[src/hdl/tmpm_pkg.sv]
package tmpm_pkg;

  localparam int unsigned CH_W    = 16;
  localparam int unsigned PADDR_W = 3;
  localparam int unsigned PDATA_W = 32;
  localparam int unsigned MODE_W  = 3;

  localparam logic [CH_W-1:0] FULL16 = 16'hFFFF;

  // q16 luma weights, sum is exactly 65536
  localparam logic [CH_W-1:0] WEIGHT_R = 16'd19595;
  localparam logic [CH_W-1:0] WEIGHT_G = 16'd38470;
  localparam logic [CH_W-1:0] WEIGHT_B = 16'd7471;
  localparam logic [2:0][CH_W-1:0] LUMA_WEIGHT = {WEIGHT_B, WEIGHT_G, WEIGHT_R};

  // quotient bits resolved per divider stage
  localparam int unsigned DIV_STEPS  = 2;
  localparam int unsigned DIV_STAGES = CH_W / DIV_STEPS;

  // pipeline stage numbers
  localparam int unsigned ST_IN       = 1;
  localparam int unsigned ST_DIV_LAST = ST_IN + DIV_STAGES;
  localparam int unsigned ST_WEIGHT   = ST_DIV_LAST + 1;
  localparam int unsigned ST_MASK     = ST_WEIGHT + 1;
  localparam int unsigned ST_PROD     = ST_MASK + 1;
  localparam int unsigned ST_OUT      = ST_PROD + 1;
  localparam int unsigned NUM_ST      = ST_OUT;

  typedef enum logic [MODE_W-1:0] {
    MODE_NONE      = 3'd0,
    MODE_ALPHA     = 3'd1,
    MODE_ALPHA_INV = 3'd2,
    MODE_LUMA      = 3'd3,
    MODE_LUMA_INV  = 3'd4
  } matte_mode_t;

  typedef enum logic {
    REG_MATTE_MODE = 1'b0
  } reg_idx_t;

  typedef struct packed {
    logic [CH_W-1:0] layer_red;
    logic [CH_W-1:0] layer_green;
    logic [CH_W-1:0] layer_blue;
    logic [CH_W-1:0] layer_alpha;
    logic [CH_W-1:0] matte_red;
    logic [CH_W-1:0] matte_green;
    logic [CH_W-1:0] matte_blue;
    logic [CH_W-1:0] matte_alpha;
  } in_t;

  typedef struct packed {
    logic [CH_W-1:0] out_red;
    logic [CH_W-1:0] out_green;
    logic [CH_W-1:0] out_blue;
    logic [CH_W-1:0] out_alpha;
  } out_t;

  typedef struct packed {
    logic [CH_W-1:0] red;
    logic [CH_W-1:0] green;
    logic [CH_W-1:0] blue;
    logic [CH_W-1:0] alpha;
  } pix_t;

  // divider stage: partial remainder and quotient per matte channel
  typedef struct packed {
    pix_t                  layer;
    logic [CH_W-1:0]       ma;
    logic [2:0][CH_W-1:0]  rem;
    logic [2:0][CH_W-1:0]  quo;
    logic [2:0]            sat;
  } dstage_t;

  typedef struct packed {
    pix_t                   layer;
    logic [CH_W-1:0]        ma;
    logic [2:0][2*CH_W-1:0] wprod;
  } wstage_t;

  typedef struct packed {
    pix_t            layer;
    logic [CH_W-1:0] mask;
  } mstage_t;

  typedef logic [3:0][2*CH_W-1:0] pstage_t;

  // floor(p / 65535) for p <= 65535*65535: one add, one compare
  function automatic logic [CH_W-1:0] div_full16(input logic [2*CH_W-1:0] p);
    logic [CH_W-1:0] hi;
    logic [CH_W:0]   s;
    hi = p[2*CH_W-1:CH_W];
    s  = {1'b0, p[CH_W-1:0]} + {1'b0, hi};
    return hi + CH_W'(s >= {1'b0, FULL16});
  endfunction

endpackage

[src/hdl/tmpm_mask.sv]
module tmpm_mask import tmpm_pkg::*; (
  input  logic [MODE_W-1:0]      mode,
  input  logic [CH_W-1:0]        ma,
  input  logic [2:0][2*CH_W-1:0] wprod,
  output logic [CH_W-1:0]        mask
);

  logic [2*CH_W+1:0] sum;
  logic [CH_W+1:0]   y_raw;
  logic [CH_W-1:0]   luma;

  assign sum   = (2*CH_W+2)'(wprod[0]) + (2*CH_W+2)'(wprod[1]) + (2*CH_W+2)'(wprod[2]);
  assign y_raw = sum[2*CH_W+1:CH_W];
  assign luma  = (y_raw > (CH_W+2)'(FULL16)) ? FULL16 : y_raw[CH_W-1:0];

  always_comb begin
    case (mode)
      MODE_ALPHA:     mask = ma;
      MODE_ALPHA_INV: mask = FULL16 - ma;
      MODE_LUMA:      mask = luma;
      MODE_LUMA_INV:  mask = FULL16 - luma;
      default:        mask = FULL16;
    endcase
  end

endmodule

[config.mk]
export PLATFORM = sky130hd
export DESIGN_NAME = tmpm_mask
export DESIGN_NICKNAME = d
export VERILOG_FILES = /design/src/hdl/tmpm_pkg.sv /design/src/hdl/tmpm_mask.sv
export SDC_FILE = /design/constraint.sdc
export NUM_CORES = 1
export LEC_CHECK = 0
export ABC_AREA = 1
export BUFFER_PORTS_ARGS = -buffer_cell sky130_fd_sc_hd__buf_2
export CORE_UTILIZATION = 53
export DETAILED_ROUTE_END_ITERATION = 8
export PLACE_DENSITY = 0.85
export REMOVE_ABC_BUFFERS = 1
export SYNTH_ARGS = -nofsm -noshare
export SYNTH_HDL_FRONTEND = slang
export SYNTH_SLANG_ARGS = --single-unit
[constraint.sdc]
create_clock -name vclk -period 3.1
set_input_delay 0.155 -clock vclk [all_inputs]
set_output_delay 0.155 -clock vclk [all_outputs]
set_load 0.02 [all_outputs]
==> summary.md <==
| Metric | Value |
|---|---|
| Status | complete, no violations |
| Leading cell type by number of instances after synthesis | nand2_1 |
| CP Launch Point | wprod[7] |
| Fin util | 66.8% |
| HPWL after DPL | 9030 µm |
| Peak supply drop | 187 µV |
| CP Capture Type | output pin |
| Die width | 83.7 µm |
| Seq/Total Area, Yosys | 0% |
| Worst-path cell chain | buf_2 -> inv_1 -> fa_1 -> inv_1 -> ha_1 -> a21oi_1 -> nand2_1 -> clkinv_1 -> nand2_1 -> nand2_1 -> nand2_2 -> nand2_2 -> nand2_1 -> nand2_2 -> nand2_4 -> nor2_4 -> nand3_2 -> nand3_2 -> buf_2 |
| Final non-filler cell area | 0.00427 mm² |
| CP top delay family | simple AND/OR/NAND/NOR gates |
| Core ar. | 0.00639 mm² |
| FFs & Latches | 0 |
| # nets final | 889 |
| Worst Path Buf+Inv | 5 |
| Initial antenna violation count | 0 |
| MaxCap Viol Count | 0 |
| Pin count of the biggest net entering global routing | 18 |
| Std cell rows | 29 |
| Footprint of the multi-input gates | 0.00315 mm² |
| Cells after Synth | 585 |
| Power Density | 319 mW/mm² |
| Ratio of cells with drive above 1 in the final layout | 26.5% |
| Finished Layout Cells | 787 |
| DRC | 0 |
| Total GRT Usage | 28.8% |
| DRT iter0 DRCs | 246 |
| IO Count | 131 |
| Hold_buf cts | 0 |
| Area after DPL | 0.00424 mm² |
| Post-synth top area cell | nand2_1 |
| Hold Fails Final Rpt | 0 |
| Worst-Margin Slew | 1010 ps |
| Crit path time final | 2930 ps |
| Vias in the first global route | 3,864 |
| Final period util | 94.6% |
| Crit-path max FO | 8 |
| Pleak | 2.28 nW |
| Yosys top cell area share | 17.6% |
| Total Routed Length | 10,200 µm |
| Slowest CP cell | fa_1 |
| Warnings from Yosys | 0 |
| Inst Count DP | 786 |
| Most used cell along the critical path | nand2_1 |
| 1st-pass router iterations | 5 |
| Final total power | 1.36 mW |
| DRT antenna net count | 0 |
| Reg area | 0 µm² |
| Initial core utilization | 55.4% |
| Routed len/inst | 13.0 µm |
| Final Wtd Congestion | 0.887 |
| Die ar. | 0.00700 mm² |
| Worst min-delay path class | primary input to output pin |
| Endpoints failing setup | 0 |
| Worst slew margin | 32.6% |
| DR vias/cell | 5.35 |
| First-pass GRT wire length | 17,000 µm |
| Startpoint types | primary input |
| Worst Path Required | 2940 ps |
| Critical path class | primary input to output pin |
| Fillers | 633 |
| Clock buf count | 0 |
| Hold_sp | ma[7] |
| Mapped cell area | 0.00354 mm² |
| Post-synth cell types | 37 |
| Max Clk Rate | 0.341 GHz |
| Crit-path max cell delay | 530 ps |
| Area growth, synth to finish | 20.7% |
| Global route overflow | 0 |
| Synth cell count leaders | nand2_1, inv_1, nor2_1, nand3_1, a21oi_1 |
| Antenna diode count | 0 |
| Routed vias | 4,211 |
| Pins Over Slew Limit | 0 |
| Die height | 83.7 µm |
| Top post-synthesis cells by area | nand2_1, fa_1, ha_1 |
| Worst Path Arrival | 2780 ps |
| Mean post-synth cell area | 6.05 µm² |
| Port Buffers | 131 |
where the power goes:
group	leakage (nW)	switching, mW	internal (mW)
sequential	0	0	0
combinational	2.28	0.878	0.484
clock	0	0	0
total	2.28	0.878	0.484
metal layers:
| metal | wire length, µm | up-vias | track usage (%) |
|---|---|---|---|
| li1 | - | 2143 | - |
| met3 | 670 | 10 | 1.38 |
| met1 | 4770 | 1868 | 41.1 |
| met5 | 0 | - | 0 |
| met2 | 4670 | 190 | 49.7 |
| met4 | 115 | 0 | 2.77 |
final timing paths:
path / slack [ps] / cells after the start / endpoint
worst max-delay path: 170 / 19 / mask[6]
worst min-delay path: 680 / 4 / mask[7]
area by class of cell:
type | instances | area share [%]
repair buffers | 132 | 15.5
multi-input cells | 484 | 73.9
well taps | 77 | 2.26
inverters | 94 | 8.33
cells by family after synthesis:
family	Yosys count	share of synthesized area, %
and+or+nand+nor	335	45.0
adders and majority gates	62	28.5
xor gates and xnor gates	2	0.495
buffers and inverters	102	11.8
AOI/OAI and AO/OA	84	14.2
placed cells by master (no fill, tap or decap):
cell      synthesis  layout
nand4_1           3       3
o21ai_1           6       6
nor2_1           71      71
nor3_2            4       4
buf_4             1       1
inv_1            84      84
clkinv_1          3       3
a21boi_2          1       1
ha_1             31      30
a21oi_2           2       3
and3_1            1       1
nand3b_1         10      10
o21ai_0          16      16
a21oi_4           1       1
nand3_2          22      22
inv_2             6       6
a31oi_1           1       1
buf_2             1     131
xnor2_1           2       2
a21boi_0          2       2
nand2_4           2       2
nor2_2            3       3
nand2_1         166     164
nand2_2           6       8
ha_4              0       1
fa_1             31      31
o21bai_1          4       4
nor2_4            1       2
nand3_1          41      41
a211oi_1         16      16
nor4_2            1       1
a21oi_1          35      34
nor3_1            3       3
inv_4             1       1
nor2_8            1       1
metrics by stage:
step	TNS [ps]	hold WS [ps]	setup WS (ps)
after floorplan	0	482	572
after global placement	0	670	182
after detailed placement	0	677	147
after CTS	0	680	160
after global routing	-7.03	702	-7.03
final	0	678	166
what timing repair did:
item	CTS	global route
endpoints found under the setup margin	0	16
resized for setup	0	4
setup buffers	0	0
(Power assumes the default switching activity.)
