`src/hdl/tmpm_pkg.sv`:
```
package tmpm_pkg;

  localparam int unsigned CH_W    = 16;
  localparam int unsigned PADDR_W = 3;
  localparam int unsigned PDATA_W = 32;
  localparam int unsigned MODE_W  = 3;

  localparam logic [CH_W-1:0] FULL16 = 16'hFFFF;

  // q16 luma weights, sum is exactly 65536
  localparam logic [CH_W-1:0] WEIGHT_R = 16'd19595;
  localparam logic [CH_W-1:0] WEIGHT_G = 16'd38470;
  localparam logic [CH_W-1:0] WEIGHT_B = 16'd7471;
  localparam logic [2:0][CH_W-1:0] LUMA_WEIGHT = {WEIGHT_B, WEIGHT_G, WEIGHT_R};

  // quotient bits resolved per divider stage
  localparam int unsigned DIV_STEPS  = 2;
  localparam int unsigned DIV_STAGES = CH_W / DIV_STEPS;

  // pipeline stage numbers
  localparam int unsigned ST_IN       = 1;
  localparam int unsigned ST_DIV_LAST = ST_IN + DIV_STAGES;
  localparam int unsigned ST_WEIGHT   = ST_DIV_LAST + 1;
  localparam int unsigned ST_MASK     = ST_WEIGHT + 1;
  localparam int unsigned ST_PROD     = ST_MASK + 1;
  localparam int unsigned ST_OUT      = ST_PROD + 1;
  localparam int unsigned NUM_ST      = ST_OUT;

  typedef enum logic [MODE_W-1:0] {
    MODE_NONE      = 3'd0,
    MODE_ALPHA     = 3'd1,
    MODE_ALPHA_INV = 3'd2,
    MODE_LUMA      = 3'd3,
    MODE_LUMA_INV  = 3'd4
  } matte_mode_t;

  typedef enum logic {
    REG_MATTE_MODE = 1'b0
  } reg_idx_t;

  typedef struct packed {
    logic [CH_W-1:0] layer_red;
    logic [CH_W-1:0] layer_green;
    logic [CH_W-1:0] layer_blue;
    logic [CH_W-1:0] layer_alpha;
    logic [CH_W-1:0] matte_red;
    logic [CH_W-1:0] matte_green;
    logic [CH_W-1:0] matte_blue;
    logic [CH_W-1:0] matte_alpha;
  } in_t;

  typedef struct packed {
    logic [CH_W-1:0] out_red;
    logic [CH_W-1:0] out_green;
    logic [CH_W-1:0] out_blue;
    logic [CH_W-1:0] out_alpha;
  } out_t;

  typedef struct packed {
    logic [CH_W-1:0] red;
    logic [CH_W-1:0] green;
    logic [CH_W-1:0] blue;
    logic [CH_W-1:0] alpha;
  } pix_t;

  // divider stage: partial remainder and quotient per matte channel
  typedef struct packed {
    pix_t                  layer;
    logic [CH_W-1:0]       ma;
    logic [2:0][CH_W-1:0]  rem;
    logic [2:0][CH_W-1:0]  quo;
    logic [2:0]            sat;
  } dstage_t;

  typedef struct packed {
    pix_t                   layer;
    logic [CH_W-1:0]        ma;
    logic [2:0][2*CH_W-1:0] wprod;
  } wstage_t;

  typedef struct packed {
    pix_t            layer;
    logic [CH_W-1:0] mask;
  } mstage_t;

  typedef logic [3:0][2*CH_W-1:0] pstage_t;

  // floor(p / 65535) for p <= 65535*65535: one add, one compare
  function automatic logic [CH_W-1:0] div_full16(input logic [2*CH_W-1:0] p);
    logic [CH_W-1:0] hi;
    logic [CH_W:0]   s;
    hi = p[2*CH_W-1:CH_W];
    s  = {1'b0, p[CH_W-1:0]} + {1'b0, hi};
    return hi + CH_W'(s >= {1'b0, FULL16});
  endfunction

endpackage

```
`src/hdl/tmpm_div_step.sv`:
```
module tmpm_div_step import tmpm_pkg::*; #(
  parameter int unsigned STEPS = 2
) (
  input  logic [CH_W-1:0] rem_i,
  input  logic [CH_W-1:0] quo_i,
  input  logic [CH_W-1:0] den_i,
  output logic [CH_W-1:0] rem_o,
  output logic [CH_W-1:0] quo_o
);

  logic [CH_W-1:0] r;
  logic [CH_W-1:0] q;
  logic [CH_W:0]   t;

  // restoring division: numerator low bits shift out of q as quotient bits shift in
  always_comb begin
    r = rem_i;
    q = quo_i;
    t = '0;
    for (int k = 0; k < STEPS; k++) begin
      t = {r, q[CH_W-1]};
      if (t >= {1'b0, den_i}) begin
        r = CH_W'(t - {1'b0, den_i});
        q = {q[CH_W-2:0], 1'b1};
      end else begin
        r = t[CH_W-1:0];
        q = {q[CH_W-2:0], 1'b0};
      end
    end
  end

  assign rem_o = r;
  assign quo_o = q;

endmodule

```
`config.mk`:
```
export PLATFORM = sky130hd
export DESIGN_NAME = tmpm_div_step
export DESIGN_NICKNAME = d
export VERILOG_FILES = /design/src/hdl/tmpm_pkg.sv /design/src/hdl/tmpm_div_step.sv
export SDC_FILE = /design/constraint.sdc
export NUM_CORES = 1
export LEC_CHECK = 0
export ABC_CLOCK_PERIOD_IN_PS = 14910
export BUFFER_PORTS_ARGS = -buffer_cell sky130_fd_sc_hd__buf_2
export CELL_PAD_IN_SITES_DETAIL_PLACEMENT = 1
export CELL_PAD_IN_SITES_GLOBAL_PLACEMENT = 1
export CORE_MARGIN = 8
export CORE_UTILIZATION = 38
export DETAILED_ROUTE_END_ITERATION = 6
export PLACE_DENSITY_LB_ADDON = 0.1
export SYNTH_ARGS = -nofsm -noshare
export SYNTH_HDL_FRONTEND = slang
export SYNTH_SLANG_ARGS = --single-unit
```
`constraint.sdc`:
```
create_clock -name vclk -period 14.91
set_clock_uncertainty 0.1 [all_clocks]
set_input_delay 2.982 -clock vclk [all_inputs]
set_output_delay 2.982 -clock vclk [all_outputs]
set_load 0.01 [all_outputs]
```
==> flow_metrics.py <==
metrics = {
    "timing": {
        "hold_viol": 0,
        "finalWorstSetupSlack_ps": 3328,
        "finalSetupViolCount": 0,
        "slew_violations": 0,
        "rsz0062_at_grt": "no",
        "tightestPinTransition_ps": 1031,
        "min_period_over_period_pct": 77.68,
        "final.setup.tns_ps": 0,
        "period_minus_slack_ps": 11580,
        "slew_headroom_pct": 31.04,
        "clock.fmax_mhz": 86.34,
    },
    "worst_setup_path": {
        "slowest_delay_ps": 870,
        "crit_slowest_cell": "a211oi_4",
        "critical_path.max_fanout": 17,
        "worstSetupPathType": "in -> out",
        "crit_chain": "buf_2 > inv_1 > ha_1 > nor2b_1 > o31a_1 > o21ai_4 > a21oi_2 > nor4_4 > mux2_2 > ha_1 > a211oi_1 > nand2b_1 > o211ai_1 > a311oi_1 > o21ai_0 > a21oi_1 > a211oi_4 > mux2_2 > buf_2",
        "critPathRequiredTime_ps": 11830,
        "worst_setup_path_end_kind": "primary output",
        "worst_ep_arrival_time_ps": 8500,
        "startpoint_type": "input pin",
    },
    "layout": {
        "most-common-layout-cells": "buf_2 (52), ha_1 (32), inv_1 (29)",
        "multiInputGateArea_sq_mm": 0.001707,
        "final_nets": 386,
        "num-clock-buffers": 0,
        "final_cells": 372,
        "seq_cell_count": 0,
        "drive_gt1_share_pct": 24.17,
        "diodes": 0,
        "seq_area_sq_um": 0,
        "synthToLayoutAreaGrowth_pct": 11.91,
        "fillers": 695,
        "final_common_cell": "buf_2",
    },
    "outcome": {
        "status": "finished clean",
    },
    "place": {
        "post-place-ws_ps": 3328,
        "dpl.cell_count": 372,
        "place_hpwl_um": 5054,
        "port_buffers": 52,
        "gp_congestion": 0.7686,
    },
    "grt": {
        "grt_pass1_vias": 2104,
        "grt-ovfl-total": 0,
        "grt_first_pass_wirelength_um": 9542,
        "grt.total_usage_pct": 14.87,
        "grt_start_max_net_pins": 19,
        "antenna_found_initial": 0,
    },
    "hold_path": {
        "hold_depth": 0,
        "hold_path.class": "in -> out",
    },
    "power_and_ir_drop": {
        "p_leak_nw": 1.035,
        "peakVddDrop_v": 0.00004170,
        "finalPower_mw": 0.1965,
        "powerDensity_mw_per_mm2": 90.38,
    },
    "logic_synthesis": {
        "netlist_area_sq_mm": 0.001943,
        "ys_types": 47,
        "yosys_warnings": 0,
        "yosysSeqAreaShare_pct": 0,
        "syn_area_per_cell_sq_um": 7.305,
        "synth_nets": 348,
        "postSynthCellCount": 266,
    },
    "floorplan": {
        "pin_count": 80,
        "initial_core_util_pct": 38.79,
        "dieArea_sq_mm": 0.007658,
        "die_h_um": 87.51,
        "fp.dieW_um": 87.51,
        "coreArea_sq_mm": 0.005010,
        "num_rows": 26,
    },
    "drt": {
        "drc": 0,
        "routed_wl_um": 5747,
        "drt-vias-per-instance": 5.199,
        "ant_nets": 0,
        "vias": 1934,
        "drt_iter0_drc": 36,
        "first_pass_iters": 4,
        "routedWlPerCell_um": 15.45,
    },
    "job": {
        "drv_cap": 0,
    },
    "clock_tree": {
        "cts.repair.resized": 0,
        "hold_buffers": 0,
        "postCtsSetupBuffers": 0,
    },
}
cell usage after synthesis (all sizes together) (3+ instances only):
master   n  area, sq um
mux2    20        225.2
ha      32        400.4
a31oi    5        31.28
nand3    5        25.02
o21bai   3        22.52
a21o     4        30.03
buf     15        116.4
nor2b    3        18.77
nand4    3        18.77
nor3     5        25.02
xnor2   15        131.4
o21ai   18        101.4
xor2    10        87.58
nand2   21        78.83
a21oi   24        123.9
o21a     5        37.54
inv     30        112.6
nand2b   3        18.77
nor2    16        60.06
metal layers:
layer | track usage, % | up-vias | part of all wire (%)
met5 | 0 | - | 0
met3 | 1.321 | 2 | 3.3
met2 | 30.17 | 28 | 52
met4 | 0.4688 | 0 | 0.070
met1 | 16.75 | 894 | 45
li1 | - | 1010 | -
cell families after synthesis:
kind of cell    Yosys count  share of synthesized area, %
compound gates           77                         26.27
simple gates             61                         15.00
buf+inv                  47                         12.17
fa+ha+maj                34                         22.67
xor+xnor                 25                         11.27
mux                      22                         12.62
report_power, final:
group          total [mW]  internal [mW]  switching (mW)
logic               0.197         0.0906           0.106
registers               0              0               0
clock network           0              0               0
total               0.197         0.0906           0.106
path summary, 6_finish.rpt:
check / from / end / slack, ps
hold / removal: quo_i[12] / quo_o[14] / 5860
setup / recovery: den_i[1] / rem_o[6] / 3330
stage by stage:
step | utilization (%) | hold WS [ps] | instance area (sq um)
2_1_floorplan | - | 5956 | 1943
3_3_place_gp | 43.41 | 5864 | 2175
6_report | 43.41 | 5864 | 2175
5_1_grt | 43.41 | 5864 | 2175
4_1_cts | 43.41 | 5864 | 2175
3_5_place_dp | 43.41 | 5864 | 2175
worst max-delay path, delay by kind of cell:
family,cells,cell delay [ps]
buffers and inverters,3,390
muxes,2,840
adders and majority gates,2,630
and+or+nand+nor,3,780
AOI/OAI and AO/OA,9,2860
area by class of cell:
class | count | area share [%]
inverters | 30 | 5.178
multi-input cells | 219 | 78.48
well taps | 70 | 4.028
repair buffers | 53 | 12.31
Power figures use the tool's default switching activity.
