$ cat src/hdl/tmpm_pkg.sv
package tmpm_pkg;

  localparam int unsigned CH_W    = 16;
  localparam int unsigned PADDR_W = 3;
  localparam int unsigned PDATA_W = 32;
  localparam int unsigned MODE_W  = 3;

  localparam logic [CH_W-1:0] FULL16 = 16'hFFFF;

  // q16 luma weights, sum is exactly 65536
  localparam logic [CH_W-1:0] WEIGHT_R = 16'd19595;
  localparam logic [CH_W-1:0] WEIGHT_G = 16'd38470;
  localparam logic [CH_W-1:0] WEIGHT_B = 16'd7471;
  localparam logic [2:0][CH_W-1:0] LUMA_WEIGHT = {WEIGHT_B, WEIGHT_G, WEIGHT_R};

  // quotient bits resolved per divider stage
  localparam int unsigned DIV_STEPS  = 2;
  localparam int unsigned DIV_STAGES = CH_W / DIV_STEPS;

  // pipeline stage numbers
  localparam int unsigned ST_IN       = 1;
  localparam int unsigned ST_DIV_LAST = ST_IN + DIV_STAGES;
  localparam int unsigned ST_WEIGHT   = ST_DIV_LAST + 1;
  localparam int unsigned ST_MASK     = ST_WEIGHT + 1;
  localparam int unsigned ST_PROD     = ST_MASK + 1;
  localparam int unsigned ST_OUT      = ST_PROD + 1;
  localparam int unsigned NUM_ST      = ST_OUT;

  typedef enum logic [MODE_W-1:0] {
    MODE_NONE      = 3'd0,
    MODE_ALPHA     = 3'd1,
    MODE_ALPHA_INV = 3'd2,
    MODE_LUMA      = 3'd3,
    MODE_LUMA_INV  = 3'd4
  } matte_mode_t;

  typedef enum logic {
    REG_MATTE_MODE = 1'b0
  } reg_idx_t;

  typedef struct packed {
    logic [CH_W-1:0] layer_red;
    logic [CH_W-1:0] layer_green;
    logic [CH_W-1:0] layer_blue;
    logic [CH_W-1:0] layer_alpha;
    logic [CH_W-1:0] matte_red;
    logic [CH_W-1:0] matte_green;
    logic [CH_W-1:0] matte_blue;
    logic [CH_W-1:0] matte_alpha;
  } in_t;

  typedef struct packed {
    logic [CH_W-1:0] out_red;
    logic [CH_W-1:0] out_green;
    logic [CH_W-1:0] out_blue;
    logic [CH_W-1:0] out_alpha;
  } out_t;

  typedef struct packed {
    logic [CH_W-1:0] red;
    logic [CH_W-1:0] green;
    logic [CH_W-1:0] blue;
    logic [CH_W-1:0] alpha;
  } pix_t;

  // divider stage: partial remainder and quotient per matte channel
  typedef struct packed {
    pix_t                  layer;
    logic [CH_W-1:0]       ma;
    logic [2:0][CH_W-1:0]  rem;
    logic [2:0][CH_W-1:0]  quo;
    logic [2:0]            sat;
  } dstage_t;

  typedef struct packed {
    pix_t                   layer;
    logic [CH_W-1:0]        ma;
    logic [2:0][2*CH_W-1:0] wprod;
  } wstage_t;

  typedef struct packed {
    pix_t            layer;
    logic [CH_W-1:0] mask;
  } mstage_t;

  typedef logic [3:0][2*CH_W-1:0] pstage_t;

  // floor(p / 65535) for p <= 65535*65535: one add, one compare
  function automatic logic [CH_W-1:0] div_full16(input logic [2*CH_W-1:0] p);
    logic [CH_W-1:0] hi;
    logic [CH_W:0]   s;
    hi = p[2*CH_W-1:CH_W];
    s  = {1'b0, p[CH_W-1:0]} + {1'b0, hi};
    return hi + CH_W'(s >= {1'b0, FULL16});
  endfunction

endpackage

$ cat src/hdl/tmpm_cfg.sv
module tmpm_cfg import tmpm_pkg::*; (
  input  logic               clk,
  input  logic               rst_n,
  input  logic               psel,
  input  logic               penable,
  input  logic               pwrite,
  input  logic [PADDR_W-1:0] paddr,
  input  logic [PDATA_W-1:0] pwdata,
  output logic [PDATA_W-1:0] prdata,
  output logic               pready,
  output logic [MODE_W-1:0]  matte_mode
);

  logic [MODE_W-1:0] mode_r;
  logic [MODE_W-1:0] mode_nxt;
  logic              wr_en;
  logic              hit;

  assign pready = 1'b1;
  assign hit    = (paddr[PADDR_W-1] == REG_MATTE_MODE);
  assign wr_en  = psel && penable && pwrite && pready;

  always_comb begin
    mode_nxt = mode_r;
    if (wr_en && hit) begin
      mode_nxt = pwdata[MODE_W-1:0];
    end
  end

  always_ff @(posedge clk) begin
    if (!rst_n) begin
      mode_r <= MODE_NONE;
    end else begin
      mode_r <= mode_nxt;
    end
  end

  assign prdata     = hit ? PDATA_W'(mode_r) : '0;
  assign matte_mode = mode_r;

endmodule

$ cat config.mk
export PLATFORM = sky130hd
export DESIGN_NAME = tmpm_cfg
export DESIGN_NICKNAME = d
export VERILOG_FILES = /design/src/hdl/tmpm_pkg.sv /design/src/hdl/tmpm_cfg.sv
export SDC_FILE = /design/constraint.sdc
export NUM_CORES = 1
export LEC_CHECK = 0
export BUFFER_PORTS_ARGS = -buffer_cell sky130_fd_sc_hd__buf_4
export CORE_AREA = 5 5 48 50
export DETAILED_ROUTE_END_ITERATION = 10
export DIE_AREA = 0 0 53 55
export MAX_ROUTING_LAYER = met4
export PLACE_DENSITY = 0.82
export REMOVE_ABC_BUFFERS = 1
export SYNTH_ARGS = -nofsm -noshare
export SYNTH_HDL_FRONTEND = slang
export SYNTH_SLANG_ARGS = --single-unit
$ cat constraint.sdc
create_clock -name clk -period 0.8 [get_ports clk]
set_input_delay 0.16 -clock clk [delete_from_list [all_inputs] [get_ports clk]]
set_output_delay 0.16 -clock clk [all_outputs]
set_load 0.02 [all_outputs]
==> results of run 1 <==
[layout make-up]
cell class	count	area [sq um]	area share
tap	27	33.8	0.0675
timing repair buffer	18	173	0.345
clock buffer	4	26.3	0.0525
multi-input combinational	43	204	0.408
sequential	3	63.8	0.128
[per-stage QoR]
stage,area [sq um],util,std cells
after global routing,500,0.269,95
after detailed placement,423,0.227,90
after global placement,423,0.227,90
after floorplan,262,-,46
final,500,0.269,95
after CTS,485,0.261,95
[routing by layer]
layer / vias up / global-route usage
met5: - / -
met4: 0 / 0.0383
met3: 0 / 0.0402
met2: 27 / 0.0847
met1: 111 / 0.0446
li1: 127 / -
[cells in the final DEF (no fill, tap or decap)]
master,n
sky130_fd_sc_hd__clkbuf_1,1
sky130_fd_sc_hd__clkbuf_4,3
sky130_fd_sc_hd__buf_6,10
sky130_fd_sc_hd__nand2_1,5
sky130_fd_sc_hd__buf_4,8
sky130_fd_sc_hd__mux2i_1,3
sky130_fd_sc_hd__conb_1,30
sky130_fd_sc_hd__dfxtp_2,3
sky130_fd_sc_hd__and4b_1,1
sky130_fd_sc_hd__nand2_2,1
sky130_fd_sc_hd__and2b_2,3
[power by group through the flow]
stage | registers [mW] | clock network [mW] | logic (mW)
6_report | 0.157 | 0.253 | 0.205
5_1_grt | 0.157 | 0.277 | 0.219
4_1_cts | 0.156 | 0.267 | 0.197
3_5_place_dp | 0.158 | 0 | 0.191
3_3_place_gp | 0.158 | 0 | 0.188
2_1_floorplan | 0.162 | 0 | 0.137
[worst paths after layout]
check	from	endpoint	slack, ps	depth (start not counted)
setup / recovery	matte_mode[0]	prdata[0]	-210	2
hold / removal	pwdata[0]	matte_mode[0]	190	3
setup reg to reg	matte_mode[2]	matte_mode[2]	60	4
hold reg to reg	matte_mode[0]	matte_mode[0]	570	3
[cells by family (layout without fill, tap and decap cells)]
kind of cell / count (synthesis) / in the layout / synth area share
mux: 3 / 3 / 0.0777
simple gates: 10 / 10 / 0.152
buf+inv: 31 / 22 / 0.595
flops: 3 / 3 / 0.155
other cells: 2 / 30 / 0.0194
[critical path, stage by stage (launching register included)]
cell	delay (ps)
sky130_fd_sc_hd__dfxtp_2	310
sky130_fd_sc_hd__and2b_2	190
sky130_fd_sc_hd__buf_6	130
[timing repair]
item	in CTS	in global routing
resized for setup	9	5
buffers inserted	1	0
endpoints found under the setup margin	6	7
==> out/results.txt, run 1 <==
final setup margin -> -212 ps
DP HPWL -> 713 um
maximum level of the CTS H-tree -> 1
hold-fix buffer count after cts -> 0
clock root buffer -> sky130_fd_sc_hd__clkbuf_4
clock skew after layout -> 0 ps
initial antenna violation count -> 0
leading post-synthesis cells by cell area -> sky130_fd_sc_hd__buf_4 58%, sky130_fd_sc_hd__dfxtp_1 16%, sky130_fd_sc_hd__mux2i_1 7.8%
uppermost routed layer -> met3
Tcrit/Tclk final -> 1.26
Max Slew Vio Count -> 0
Max Root-Sink Buffers -> 2
Final Hold Slack -> 191 ps
synthesized netlist cell count -> 49
dominant cell by count in the synthesized netlist -> sky130_fd_sc_hd__buf_4
Iteration-0 DRC Markers -> 5
number of clock buffers inserted by TritonCTS -> 3
DRC errors left -> 0
data required time of the critical path -> 640 ps
setup repair after global routing missed its margin -> true
total wire length -> 815 um
die extent in x -> 53 um
ys flop type -> sky130_fd_sc_hd__dfxtp_1
switching power total -> 0.224 mW
largest net degree at the start of global routing -> 7
clock tree from TritonCTS -> built
post-layout power -> 0.615 mW
most used standard cells in the synthesized netlist -> 30 x sky130_fd_sc_hd__buf_4, 6 x sky130_fd_sc_hd__nand2_1, 3 x sky130_fd_sc_hd__and2b_2, 3 x sky130_fd_sc_hd__dfxtp_1, 3 x sky130_fd_sc_hd__mux2i_1
number of port buffers -> 14
Internal Pwr Total -> 0.391 mW
routability cong. -> 0.573
vias in the first global route -> 252
final setup vio count -> 6
minimum period implied by the final worst setup slack -> 1010 ps
number of nets in the layout -> 109
switching power share of the total -> 0.364
share of the synthesized area in the top cell type -> 0.583
global route overflow -> 0
highest fanout seen on the critical path -> 2
sink count of the clock tree -> 3
synthesized area per cell -> 7.89 sq um
Starting Density -> 0.208
crit path launch type -> flop
failing checks -> setup timing
Reg power frac -> 0.255
number of register bits inferred by synthesis -> 3
flip-flop count of the largest register, all copies and words added -> 3
Clock Pin Slew Worst Setup and Hold Paths -> 30 ps
P per Cell Area -> 1230 nW/um^2
part of the power in the clock network -> 0.412
count of endpoints failing hold in the final timing report -> 0
count of distinct cell types in the synthesized netlist -> 8
count of TritonRoute iterations in the first routing pass -> 4
ratio of routed vias to standard cells -> 2.79
met2 wire length -> 423 um
# fillers -> 225
worst-skew pair later-pin latency -> 230 ps
number of diodes added for antenna fixing -> 0
Worst IR Drop VDD -> 0.308 mV
area of the mapped netlist -> 387 sq um
average wire per cell in the routed design -> 8.58 um
ANT nets after route -> 0
endpoint class of the critical path -> output pin
summed negative setup slack over all endpoints -> -1010 ps
outcome -> complete, but fails checks
M1 WL -> 250 um
Synth-to-Final Area Change -> 29.4%
Setup Slack @ Placement -> -137 ps
core box area -> 1860 sq um
Worst Setup Path Type -> flop to output pin
Max-cap violations -> 0
overall die height -> 55 um
gr usage total -> 0.0541
detailed-routed wire length on met3 -> 142 um
count of yosys warnings during synthesis -> 0
first-pass GRT wire length -> 959 um
fraction of layout instances using a drive strength above 1 -> 0.412
share of the yosys chip area belonging to registers -> 0.155
cell taking the most area after synthesis -> sky130_fd_sc_hd__buf_4
static leakage -> 0.279 nW
Arr. time, crit path -> 850 ps
via total after detailed routing -> 265
DIE AREA -> 2920 sq um
number of flops mapped to enable cells by yosys -> 0
share of flip-flops with an asynchronous set or reset after synthesis -> 0
combinational fraction of design power -> 0.333
class of the tightest hold or removal check -> input pin to flop
highest clock rate -> 988 MHz
# rows -> 16
IO Count -> 76
Note: power is estimated with default switching activity, not from simulation.
==> run 2, diff against run 1 <==
CORE_AREA = 5 5 47 49   (was 5 5 48 50)
CTS_BUF_LIST = sky130_fd_sc_hd__clkbuf_8   (was not set)
DIE_AREA = 0 0 52 54   (was 0 0 53 55)
PLACE_DENSITY = 0.85   (was 0.82)
TNS_END_PERCENT = 30   (was not set)
==> out/results.txt, run 2 (same netlist as run 1, synthesis figures left out) <==
Setup Slack @ Placement -> -155 ps
routability cong. -> 0.690
DIE AREA -> 2810 sq um
library cell contributing the largest single delay on the critical path -> sky130_fd_sc_hd__dfxtp_2
count of TritonRoute iterations in the first routing pass -> 2
DRC errors left -> 0
IO Count -> 76
failing checks -> setup timing
count of endpoints failing hold in the final timing report -> 0
class of the tightest hold or removal check -> input pin to flop
clock root buffer -> sky130_fd_sc_hd__clkbuf_8
Worst IR Drop VDD -> 0.794 mV
Clock Pin Slew Worst Setup and Hold Paths -> 30 ps
maximum level of the CTS H-tree -> 1
post-layout power -> 0.790 mW
total wire length -> 800 um
non-filler cells in the finished layout -> 94
cells traversed along the worst timing path -> and2b_2, buf_6
P per Cell Area -> 1600 nW/um^2
worst-skew pair later-pin latency -> 220 ps
clock tree from TritonCTS -> built
gr usage total -> 0.0612
ratio of routed vias to standard cells -> 2.81
post-placement cell count -> 90
static leakage -> 0.281 nW
setup repair after global routing missed its margin -> true
core box area -> 1820 sq um
Arr. time, crit path -> 850 ps
final setup margin -> -209 ps
average wire per cell in the routed design -> 8.51 um
die extent in x -> 52 um
highest clock rate -> 991 MHz
commonest cells after routing, fill and taps aside -> 30 x sky130_fd_sc_hd__conb_1, 11 x sky130_fd_sc_hd__buf_4, 6 x sky130_fd_sc_hd__nand2_1, 6 x sky130_fd_sc_hd__buf_6
number of diodes added for antenna fixing -> 0
fraction of layout instances using a drive strength above 1 -> 0.373
data required time of the critical path -> 640 ps
max incr delay on CP -> 310 ps
Max Slew Vio Count -> 0
leading cell type in the layout, fill and taps excluded -> sky130_fd_sc_hd__conb_1
# fillers -> 206
flip-flop count of the largest register, all copies and words added -> 3
largest net degree at the start of global routing -> 7
Worst Setup Path Type -> flop to output pin
first-pass GRT wire length -> 1.06 mm
Iteration-0 DRC Markers -> 1
summed negative setup slack over all endpoints -> -1010 ps
post-layout util -> 0.271
highest fanout seen on the critical path -> 2
ANT nets after route -> 0
sink count of the clock tree -> 3
number of nets in the layout -> 108
endpoint class of the critical path -> output pin
global route overflow -> 0
Max Root-Sink Buffers -> 2
Tcrit/Tclk final -> 1.26
# rows -> 16
DP HPWL -> 695 um
vias in the first global route -> 251
Synth-to-Final Area Change -> 27.5%
Max-cap violations -> 0
minimum period implied by the final worst setup slack -> 1010 ps
overall die height -> 54 um
final setup vio count -> 6
clock skew after layout -> 0 ps
Starting Density -> 0.212
number of port buffers -> 14
outcome -> complete, but fails checks
initial antenna violation count -> 0
crit path launch type -> flop
via total after detailed routing -> 264
number of clock buffers inserted by TritonCTS -> 3
Post-CTS Setup Inserts -> 0
==> run 2: cell count changes in the layout (fill, tap and decap cells not counted) <==
cell / before / now
sky130_fd_sc_hd__clkbuf_1: 1 / 0
sky130_fd_sc_hd__buf_6: 10 / 6
sky130_fd_sc_hd__dfxtp_2: 3 / 2
sky130_fd_sc_hd__nand2_2: 1 / 0
sky130_fd_sc_hd__clkbuf_8: 0 / 3
sky130_fd_sc_hd__clkbuf_4: 3 / 0
sky130_fd_sc_hd__dfxtp_1: 0 / 1
sky130_fd_sc_hd__buf_4: 8 / 11
sky130_fd_sc_hd__nand2_1: 5 / 6
sky130_fd_sc_hd__inv_1: 0 / 1
==> run 2: final cells by class <==
class                      count  area (sq um)  area share
clock inverter                 1          3.75     0.00761
timing repair buffer          17           150       0.305
multi-input combinational     43           201       0.409
sequential                     3          62.6       0.127
tap                           27          33.8      0.0685
clock buffer                   3          41.3      0.0838
==> run 2: timing repair <==
item | CTS | global route
pin swaps | 0 | 0
hold buffers | 0 | 0
gates resized for setup | 7 | 1
setup endpoints to repair | 6 | 6
==> run 2: worst paths after layout <==
kind,depth (start not counted),end,slack [ps],startpoint
min reg2reg,3,matte_mode[0],590,matte_mode[0]
max reg2reg,3,matte_mode[1],130,matte_mode[1]
min,3,matte_mode[2],200,pwdata[2]
max,2,prdata[2],-210,matte_mode[2]
==> run 2: worst max-delay path: cells and delay by family (launching register included) <==
kind / cells / cell delay, ps
AND/OR/NAND/NOR: 1 / 190
buffers and inverters: 1 / 130
flip-flops: 1 / 310
==> run 2: report_power, final <==
part | total, mW | internal [mW] | switching [mW]
combinational | 0.198 | 0.0461 | 0.152
sequential | 0.156 | 0.154 | 0.00167
clock | 0.435 | 0.327 | 0.108
total | 0.790 | 0.528 | 0.262
==> run 2: through the flow <==
step / instance area, sq um / hold slack, ps
floorplan: 262 / 302
global placement: 423 / 420
detailed placement: 423 / 438
CTS: 492 / 203
global route: 493 / 202
finish: 493 / 201
==> run 2: routing by layer <==
metal  vias up  global-route usage  routed length [um]
li1        124                   -                   -
met1       109              0.0667                 278
met2        27              0.0711                 370
met3         4              0.0360                 128
met4         0              0.0655                  22
met5         -                   -                   0
